==> src/rtl/assert_macros.svh <==
// Assertion helpers for the RTL files.
`ifndef ASSERT_MACROS_SVH
`define ASSERT_MACROS_SVH

// Checked at every rising clock edge, held off while reset is asserted.
`define ASSERT_CLK(label, clk, rst_n, prop) \
  label: assert property (@(posedge clk) disable iff (!(rst_n)) (prop)) \
    else $error("assertion failed");

// Checked at every rising clock edge, reset included.
`define ASSERT_ALWAYS(label, clk, prop) \
  label: assert property (@(posedge clk) (prop)) \
    else $error("assertion failed");

`endif

==> src/rtl/xss_pkg.sv <==
`default_nettype none

package xss_pkg;

  localparam int unsigned XSS_WORD_W   = 32;
  localparam int unsigned XSS_ACTION_W = 2;

  localparam logic [XSS_WORD_W-1:0] MUL_STAR  = 32'h9e3779bb;
  localparam logic [XSS_WORD_W-1:0] MUL_FIVE  = 32'd5;
  localparam logic [XSS_WORD_W-1:0] SEED_ADD0 = 32'd193;
  localparam logic [XSS_WORD_W-1:0] SEED_ADD1 = 32'd7771;
  localparam logic [XSS_WORD_W-1:0] MIX_A     = 32'd522133279;
  localparam logic [XSS_WORD_W-1:0] MIX_B     = 32'd93444155;
  localparam logic [XSS_WORD_W-1:0] MIX_C     = 32'd720880126;
  localparam logic [XSS_WORD_W-1:0] MIX_D     = 32'd1665791465;

  localparam int unsigned ROT_STAR = 5;
  localparam int unsigned ROT_A    = 26;
  localparam int unsigned SHIFT_B  = 9;
  localparam int unsigned ROT_C    = 13;

  typedef enum logic [XSS_ACTION_W-1:0] {
    ACT_SEED  = 2'd0,
    ACT_RAW   = 2'd1,
    ACT_RANGE = 2'd2
  } xss_action_e;

  typedef enum logic [3:0] {
    ST_BOOT,
    ST_IDLE,
    ST_SD_MA,
    ST_SD_MB,
    ST_SD_MC,
    ST_SD_MD,
    ST_SD_FIN,
    ST_ADV_M1,
    ST_ADV_M2,
    ST_ADV_DONE,
    ST_DIV,
    ST_RESULT
  } xss_state_e;

  typedef struct packed {
    logic busy;
    logic done;
  } xss_div_stat_t;

  function automatic logic [XSS_WORD_W-1:0] rotl(input logic [XSS_WORD_W-1:0] v,
                                                 input int unsigned amt);
    rotl = (v << amt) | (v >> (XSS_WORD_W - amt));
  endfunction

endpackage

`default_nettype wire

==> src/rtl/xss_if.sv <==
`default_nettype none

interface xss_in_if import xss_pkg::*; ();
  logic                    valid;
  logic                    ready;
  logic [XSS_ACTION_W-1:0] action;
  logic [XSS_WORD_W-1:0]   seed_first;
  logic [XSS_WORD_W-1:0]   seed_second;
  logic [XSS_WORD_W-1:0]   range_low;
  logic [XSS_WORD_W-1:0]   range_high;

  modport source (output valid, action, seed_first, seed_second, range_low, range_high,
                  input ready);
  modport sink   (input valid, action, seed_first, seed_second, range_low, range_high,
                  output ready);
endinterface

interface xss_out_if import xss_pkg::*; ();
  logic                  valid;
  logic                  ready;
  logic [XSS_WORD_W-1:0] value;

  modport source (output valid, value, input ready);
  modport sink   (input valid, value, output ready);
endinterface

`default_nettype wire

==> src/rtl/xoroshiro64_starstar_rng_unit.sv <==
// Raw request: ADV_M1, ADV_M2, ADV_DONE, then RESULT loads the output register once it is free.
// Seed request: SD_MA to SD_FIN through the shared multiplier, then an advance, no result beat.
// Range request: advance, then the one-bit-per-cycle remainder unit (32 steps) for nonzero span.
// A new request is taken once the previous result is in the output register.
// After reset the sequencer seeds the state with both seed words zero
// before the first request is accepted.
`default_nettype none
`include "assert_macros.svh"

module xoroshiro64_starstar_rng_unit import xss_pkg::*; (
  input  wire logic clk_i,
  input  wire logic rst_ni,
  xss_in_if.sink    in_i,
  xss_out_if.source out_o
);

  xss_state_e  state_q, state_d;
  xss_action_e act_q, act_d;
  logic        out_vld_q, out_vld_d;

  logic [XSS_WORD_W-1:0] w0_q, w0_d;
  logic [XSS_WORD_W-1:0] w1_q, w1_d;
  logic [XSS_WORD_W-1:0] p_q, p_d;
  logic [XSS_WORD_W-1:0] q_q, q_d;
  logic [XSS_WORD_W-1:0] x_q, x_d;
  logic [XSS_WORD_W-1:0] lo_q, lo_d;
  logic [XSS_WORD_W-1:0] span_q, span_d;
  logic [XSS_WORD_W-1:0] res_q, res_d;
  logic [XSS_WORD_W-1:0] mul_q, mul_d;
  logic [XSS_WORD_W-1:0] out_value_q, out_value_d;
  logic [XSS_WORD_W-1:0] op_a, op_b;
  logic [XSS_WORD_W-1:0] s1x;

  logic                  div_start;
  xss_div_stat_t         div_stat;
  logic [XSS_WORD_W-1:0] div_rem;

  xss_divu #(
    .Width (XSS_WORD_W)
  ) u_divu (
    .clk_i       (clk_i),
    .rst_ni      (rst_ni),
    .start_i     (div_start),
    .dividend_i  (mul_q),
    .divisor_i   (span_q),
    .stat_o      (div_stat),
    .remainder_o (div_rem)
  );

  always_comb begin
    case (state_q)
      ST_SD_MA:  begin op_a = p_q;                    op_b = MIX_A;    end
      ST_SD_MB:  begin op_a = q_q;                    op_b = MIX_B;    end
      ST_SD_MC:  begin op_a = p_q;                    op_b = MIX_C;    end
      ST_SD_MD:  begin op_a = q_q;                    op_b = MIX_D;    end
      ST_ADV_M1: begin op_a = w0_q;                   op_b = MUL_STAR; end
      ST_ADV_M2: begin op_a = rotl(mul_q, ROT_STAR);  op_b = MUL_FIVE; end
      default:   begin op_a = '0;                     op_b = '0;       end
    endcase
  end

  assign mul_d = op_a * op_b;
  assign s1x   = w1_q ^ w0_q;

  always_comb begin
    state_d     = state_q;
    act_d       = act_q;
    out_vld_d   = out_vld_q;
    w0_d        = w0_q;
    w1_d        = w1_q;
    p_d         = p_q;
    q_d         = q_q;
    x_d         = x_q;
    lo_d        = lo_q;
    span_d      = span_q;
    res_d       = res_q;
    out_value_d = out_value_q;
    div_start   = 1'b0;

    if (out_vld_q && out_o.ready) begin
      out_vld_d = 1'b0;
    end

    case (state_q)
      ST_BOOT: begin
        p_d     = SEED_ADD0;
        q_d     = SEED_ADD1;
        act_d   = ACT_SEED;
        state_d = ST_SD_MA;
      end
      ST_IDLE: begin
        if (in_i.valid) begin
          case (xss_action_e'(in_i.action))
            ACT_SEED: begin
              act_d   = ACT_SEED;
              p_d     = in_i.seed_first + SEED_ADD0;
              q_d     = in_i.seed_second + SEED_ADD1;
              state_d = ST_SD_MA;
            end
            ACT_RAW: begin
              act_d   = ACT_RAW;
              state_d = ST_ADV_M1;
            end
            ACT_RANGE: begin
              act_d   = ACT_RANGE;
              lo_d    = in_i.range_low;
              span_d  = in_i.range_high - in_i.range_low + 1'b1;
              state_d = ST_ADV_M1;
            end
            default: state_d = ST_IDLE;
          endcase
        end
      end
      ST_SD_MA: state_d = ST_SD_MB;
      ST_SD_MB: begin
        x_d     = mul_q;
        state_d = ST_SD_MC;
      end
      ST_SD_MC: begin
        w0_d    = x_q ^ mul_q;
        state_d = ST_SD_MD;
      end
      ST_SD_MD: begin
        x_d     = mul_q;
        state_d = ST_SD_FIN;
      end
      ST_SD_FIN: begin
        w1_d    = x_q ^ mul_q;
        state_d = ST_ADV_M1;
      end
      ST_ADV_M1: state_d = ST_ADV_M2;
      ST_ADV_M2: begin
        w0_d    = rotl(w0_q, ROT_A) ^ s1x ^ (s1x << SHIFT_B);
        w1_d    = rotl(s1x, ROT_C);
        state_d = ST_ADV_DONE;
      end
      ST_ADV_DONE: begin
        case (act_q)
          ACT_SEED: state_d = ST_IDLE;
          ACT_RANGE: begin
            if (span_q == '0) begin
              res_d   = mul_q;
              state_d = ST_RESULT;
            end else begin
              div_start = 1'b1;
              state_d   = ST_DIV;
            end
          end
          default: begin
            res_d   = mul_q;
            state_d = ST_RESULT;
          end
        endcase
      end
      ST_DIV: begin
        if (div_stat.done) begin
          res_d   = lo_q + div_rem;
          state_d = ST_RESULT;
        end
      end
      ST_RESULT: begin
        if (!out_vld_q || out_o.ready) begin
          out_value_d = res_q;
          out_vld_d   = 1'b1;
          state_d     = ST_IDLE;
        end
      end
      default: state_d = ST_BOOT;
    endcase
  end

  always_ff @(posedge clk_i or negedge rst_ni) begin
    if (!rst_ni) begin
      state_q   <= ST_BOOT;
      act_q     <= ACT_SEED;
      out_vld_q <= 1'b0;
    end else begin
      state_q   <= state_d;
      act_q     <= act_d;
      out_vld_q <= out_vld_d;
    end
  end

  always_ff @(posedge clk_i) begin
    w0_q        <= w0_d;
    w1_q        <= w1_d;
    p_q         <= p_d;
    q_q         <= q_d;
    x_q         <= x_d;
    lo_q        <= lo_d;
    span_q      <= span_d;
    res_q       <= res_d;
    mul_q       <= mul_d;
    out_value_q <= out_value_d;
  end

  assign in_i.ready  = (state_q == ST_IDLE);
  assign out_o.valid = out_vld_q;
  assign out_o.value = out_value_q;

  `ASSERT_CLK(a_div_span_nonzero, clk_i, rst_ni, div_start |-> (span_q != '0))
  `ASSERT_CLK(a_div_idle_at_start, clk_i, rst_ni, div_start |-> !div_stat.busy)
  `ASSERT_CLK(a_div_done_in_wait, clk_i, rst_ni, div_stat.done |-> (state_q == ST_DIV))
  `ASSERT_CLK(a_result_holds, clk_i, rst_ni,
              (state_q == ST_RESULT && out_vld_q && !out_o.ready) |=> (state_q == ST_RESULT))

endmodule

`default_nettype wire

==> src/rtl/xss_divu.sv <==
`default_nettype none

module xss_divu import xss_pkg::*; #(
  parameter int unsigned Width = XSS_WORD_W
) (
  input  wire logic             clk_i,
  input  wire logic             rst_ni,
  input  wire logic             start_i,
  input  wire logic [Width-1:0] dividend_i,
  input  wire logic [Width-1:0] divisor_i,
  output xss_div_stat_t         stat_o,
  output logic      [Width-1:0] remainder_o
);

  localparam int unsigned CntW = (Width > 1) ? $clog2(Width) : 1;

  logic            busy_q, busy_d;
  logic            done_q, done_d;
  logic [CntW-1:0] cnt_q, cnt_d;
  logic [Width-1:0] rem_q, quo_q, div_q;
  logic [Width:0]   shifted;
  logic [Width:0]   diff;

  // One restoring step a cycle while busy; for a nonzero divisor the remainder stays below the divisor.
  assign shifted = {rem_q, quo_q[Width-1]};
  assign diff    = shifted - {1'b0, div_q};

  always_comb begin
    busy_d = busy_q;
    done_d = 1'b0;
    cnt_d  = cnt_q;
    if (start_i) begin
      busy_d = 1'b1;
      cnt_d  = '0;
    end else if (busy_q) begin
      cnt_d = cnt_q + 1'b1;
      if (cnt_q == CntW'(Width - 1)) begin
        busy_d = 1'b0;
        done_d = 1'b1;
      end
    end
  end

  always_ff @(posedge clk_i or negedge rst_ni) begin
    if (!rst_ni) begin
      busy_q <= 1'b0;
      done_q <= 1'b0;
      cnt_q  <= '0;
    end else begin
      busy_q <= busy_d;
      done_q <= done_d;
      cnt_q  <= cnt_d;
    end
  end

  always_ff @(posedge clk_i) begin
    if (start_i) begin
      rem_q <= '0;
      quo_q <= dividend_i;
      div_q <= divisor_i;
    end else if (busy_q) begin
      rem_q <= diff[Width] ? shifted[Width-1:0] : diff[Width-1:0];
      quo_q <= quo_q << 1;
    end
  end

  assign stat_o.busy = busy_q;
  assign stat_o.done = done_q;
  assign remainder_o = rem_q;

endmodule

`default_nettype wire
==> src/flat_wrapper.sv <==
// flat-port wrapper written by rule: the top's interface ports become plain ports
module xoroshiro64_starstar_rng_unit_flat import xss_pkg::*;
  (clk_i, rst_ni, in_i_valid, in_i_action, in_i_seed_first, in_i_seed_second, in_i_range_low, in_i_range_high, in_i_ready, out_o_valid, out_o_value, out_o_ready);
  xss_in_if in_i_i ();
  xss_out_if out_o_i ();
  input  wire logic clk_i;
  input  wire logic rst_ni;
  input wire logic [$bits(in_i_i.valid)-1:0] in_i_valid;
  input wire logic [$bits(in_i_i.action)-1:0] in_i_action;
  input wire logic [$bits(in_i_i.seed_first)-1:0] in_i_seed_first;
  input wire logic [$bits(in_i_i.seed_second)-1:0] in_i_seed_second;
  input wire logic [$bits(in_i_i.range_low)-1:0] in_i_range_low;
  input wire logic [$bits(in_i_i.range_high)-1:0] in_i_range_high;
  output wire logic [$bits(in_i_i.ready)-1:0] in_i_ready;
  output wire logic [$bits(out_o_i.valid)-1:0] out_o_valid;
  output wire logic [$bits(out_o_i.value)-1:0] out_o_value;
  input wire logic [$bits(out_o_i.ready)-1:0] out_o_ready;
  assign in_i_i.valid = in_i_valid;
  assign in_i_i.action = in_i_action;
  assign in_i_i.seed_first = in_i_seed_first;
  assign in_i_i.seed_second = in_i_seed_second;
  assign in_i_i.range_low = in_i_range_low;
  assign in_i_i.range_high = in_i_range_high;
  assign in_i_ready = in_i_i.ready;
  assign out_o_valid = out_o_i.valid;
  assign out_o_value = out_o_i.value;
  assign out_o_i.ready = out_o_ready;
  xoroshiro64_starstar_rng_unit u_core (.clk_i(clk_i), .rst_ni(rst_ni), .in_i(in_i_i), .out_o(out_o_i));
endmodule
==> config.mk <==
export PLATFORM = sky130hd
export DESIGN_NAME = xoroshiro64_starstar_rng_unit_flat
export DESIGN_NICKNAME = d
export VERILOG_FILES = /design/src/rtl/xss_pkg.sv /design/src/rtl/xss_if.sv /design/src/rtl/xoroshiro64_starstar_rng_unit.sv /design/src/rtl/xss_divu.sv /design/src/flat_wrapper.sv
export VERILOG_INCLUDE_DIRS = /design/src /design/src/rtl
export SDC_FILE = /design/constraint.sdc
export NUM_CORES = 2
export LEC_CHECK = 0
export ABC_AREA = 1
export BUFFER_PORTS_ARGS = -buffer_cell sky130_fd_sc_hd__clkbuf_2
export CORE_UTILIZATION = 57
export DETAILED_ROUTE_END_ITERATION = 8
export PLACE_DENSITY = 0.75
export SLEW_MARGIN = 25
export SYNTH_ARGS = -nofsm -noshare
export SYNTH_HDL_FRONTEND = slang
export SYNTH_SLANG_ARGS = --single-unit
==> constraint.sdc <==
create_clock -name clk_i -period 18.8 [get_ports clk_i]
set_clock_uncertainty 0.05 [all_clocks]
set_input_delay 0.94 -clock clk_i [delete_from_list [all_inputs] [get_ports clk_i]]
set_output_delay 0.94 -clock clk_i [all_outputs]
set_load 0.02 [all_outputs]
==> impl_summary.md <==
STA
Summed over all failing endpoints, the final setup total negative slack is 0 ns. The remaining max-slew budget at the tightest pin is 27.3%. The total of endpoints with negative setup slack in the final report is 0. The worst path needs around 9.5 ns of the cycle, external delays included. The slack of the critical path is between 9 and 10 ns. The share of the clock period used by the worst path is a little over 50%. The count of final max-slew check failures was 0.

The transition time of the tightest slew-check pin is 1.09 ns. The count of final hold-check violations is 0. Setup repair after global routing left no endpoint under its margin.

The maximum clock frequency is about 0.11 GHz.

CTS
The clock tree from TritonCTS is built. The clock drives between 400 and 500 sinks. The TritonCTS buffer count is 45.

The cell sitting at the root of the clock tree is a clkbuf_16. The number of setup buffers added after CTS is 0. The count of H-tree levels built during CTS is 2.

The number of buffers between clock root and the deepest sink is 3. The clock latency reported for the late side of the worst-skew pair is roughly 0.60 ns. The number of hold buffers added after CTS was 0. In this run, post-CTS repair resized a total of 0 instances.

Clock-pin slew was measured on the worst setup and hold paths at approximately 0.060 ns.

Logic synthesis
The mean instance size in the synthesized netlist is 8.69 sq um. The count of different cell masters after synthesis is 63. When the netlist entered floorplanning its net count stood at roughly 5.4k.

In this run the cell area of the synthesized design comes to 39600 sq um. The synthesized netlist cell count is approximately 4.6k. Sequential elements use between 30% and 40% of the synthesized area. The proportion of register bits with asynchronous set or reset after synthesis is between 3 and 4%. The number of synthesized register bits is 430. The leading register cell type out of synthesis is edfxtp_1. The count of yosys warnings during synthesis is 0. Yosys mapped a number of flops with a built-in enable equal to between 300 and 400.

Drt
The highest metal layer with signal wires is met5. The routed design uses ~49000 microns of met2 wire. In the routed layout, each cell is associated on average with a via count of 5.51.

The detailed router finished its first iteration with ~3.4k violations. The length of the first detailed-routing pass in iterations is 8. The final routed wire length divided by cell count is roughly 21 microns.

The met1 layer wirelength in the final routing is ~51000 microns. The total vias in the final route is around 31k. Detailed routing placed a total of 14700 microns of wire on met3.

In this run the remaining antenna-violating nets after routing total 0. Summed over all layers, the routed wires come to between 100000 and 150000 microns. The number of remaining DRC errors is 0.

Worst setup path
In this run the worst path has a maximum fanout of 67. The slowest stage of the critical path belongs to the cell nor2_8. The category of the most critical setup path is reg2reg. The data arrival at the endpoint of the critical path is just under 10 ns. The delay of the slowest cell on the worst path is roughly 0.66 ns. The startpoint class of the critical path is a flop.

The most repeated library cell on the critical path is fa_1. For the worst setup path, the data required time is ~19 ns. The endpoint kind of the worst setup timing path is a flop.

Die
The region available for standard cell placement spans approximately 70000 sq um. The die width is roughly 270 microns. The area enclosed by the die boundary is between 70000 and 80000 sq um. 168 I/O pins were placed. The initial utilization of the core area, before any placement, comes to a little under 60%. In this run the vertical extent of the chip is around 270 microns.

The standard-cell row count is 96.

Place
The HPWL after detailed placement is around 97000 microns. The placed cell count is roughly 5.6k. Prior to clock tree synthesis, the placed netlist has a worst setup slack of ~9.5 ns.

The congestion estimate from routability-driven global placement came to 1.03. The count of input and output buffers is 167. Once placement finished, the instance area stood at ~41000 sq um.

Finish
The number of antenna diodes in the final layout is 0. Compared with the post-synthesis result, the final layout area differs by 8.59%. The number of nets in the layout is around 5.5k. Of the cells placed in the final design, the portion with a size suffix greater than 1 is 7.73%. The summed area of non-filler cells in the final layout is ~43000 sq um. The non-filler instance count after layout is between 5k and 6k.

Hold path
The kind of path behind the tightest hold check is in2async.

Outcome
The flow ran to the end, and the final reports show no timing, DRC or antenna violations.

Global route
The initial antenna violation count is 3. The number of global-route vias before repair was 30.1k. The total congestion overflow after global routing is 0. In the global route stage, overall resource usage came out at ~34%. The first global-routing pass estimated between 150000 and 200000 microns of wire. Entering global routing, the biggest net connects 68 pins.

Job
The max-capacitance violation count is 0.
==> placed cells by master, fill, tap and decap left out, types with 28 or more instances in the layout <==
cell type and n:
a21oi_1 169, buf_4 28, clkbuf_16 45, clkbuf_2 167, dfxtp_1 64, edfxtp_1 352
fa_1 411, ha_1 256, inv_1 999, nand2_1 1149, nand3_1 121, nor2_1 160
nor3_1 40, o21ai_0 197, xnor2_1 84, xor2_1 139
==> final timing paths <==
path                                   start                      to  slack (ns)  cells past startpoint
min in group clk_i          u_core.res_q[15]  u_core.out_o.value[15]        0.37                      0
hold reg to reg             u_core.res_q[15]  u_core.out_o.value[15]        0.37                      0
setup reg to reg           u_core.state_q[1]        u_core.mul_q[29]        9.34                     30
hold / removal                        rst_ni       u_core.state_q[3]        0.26                      1
max in group asynchronous             rst_ni  u_core.u_divu.cnt_q[1]       18.12                      1
setup / recovery           u_core.state_q[1]        u_core.mul_q[29]        9.34                     30
==> layout make-up <==
cell class	count	area (sq um)
clock buffers	52	1160
clock inverters	31	455
fillers	5859	25600
inverters	1012	3800
multi-input cells	3004	23100
flip-flops and latches	430	12200
well taps	931	1160
repair buffers	195	1050
==> metrics by stage <==
step | hold WS (ns) | util, %
global placement | 0.352 | 60.3
detailed placement | 0.356 | 60.3
CTS | 0.254 | 62.6
global route | 0.264 | 62.6
finish | 0.256 | 62.6
floorplan | 0.350 | -
==> logic make-up (layout without fill, tap and decap cells) <==
logic type	after synthesis	in the layout	share of synthesized area, %
xor gates and xnor gates	223	223	4.94
AOI/OAI and AO/OA	510	510	7.42
and+or+nand+nor	1604	1604	17.1
adders and majority gates	667	667	28.9
DFF	430	430	30.8
buffers and inverters	1120	1290	10.8
==> per-layer routing <==
| layer | track usage, % | up-vias |
|---|---|---|
| met5 | 0 | - |
| met4 | 9.72 | 4 |
| met3 | 8.92 | 198 |
| met2 | 48.8 | 1612 |
| met1 | 51.8 | 14900 |
| li1 | - | 14500 |
==> critical path, delay by kind of cell, from the launching register on <==
family / cells / cell delay, ns
and+or+nand+nor: 5 / 1.64
DFF: 1 / 0.47
xor gates and xnor gates: 1 / 0.16
adders and majority gates: 9 / 4.41
buffers and inverters: 8 / 0.95
AOI/OAI and AO/OA: 7 / 1.69
==> cells in the mapped netlist, types with 13 or more instances <==
library cell | n | area [sq um]
nand2_1 | 1151 | 4320
inv_1 | 1001 | 3760
fa_1 | 411 | 8230
edfxtp_1 | 352 | 10600
ha_1 | 256 | 3200
o21ai_0 | 198 | 991
a21oi_1 | 169 | 846
nor2_1 | 167 | 627
xor2_1 | 139 | 1220
nand3_1 | 121 | 606
xnor2_1 | 84 | 736
clkbuf_1 | 76 | 285
dfxtp_1 | 64 | 1280
nor3_1 | 41 | 205
o211ai_1 | 27 | 203
or2_2 | 24 | 150
a31oi_1 | 23 | 144
o21a_1 | 19 | 143
nor4_1 | 15 | 93.8
dfrtp_1 | 14 | 350
nand3_2 | 14 | 140
nand4_1 | 14 | 87.6
nand2_2 | 13 | 81.3
Power is not shown: default switching activity piles up to over one toggle a cycle in this logic, so the estimate is an artifact.
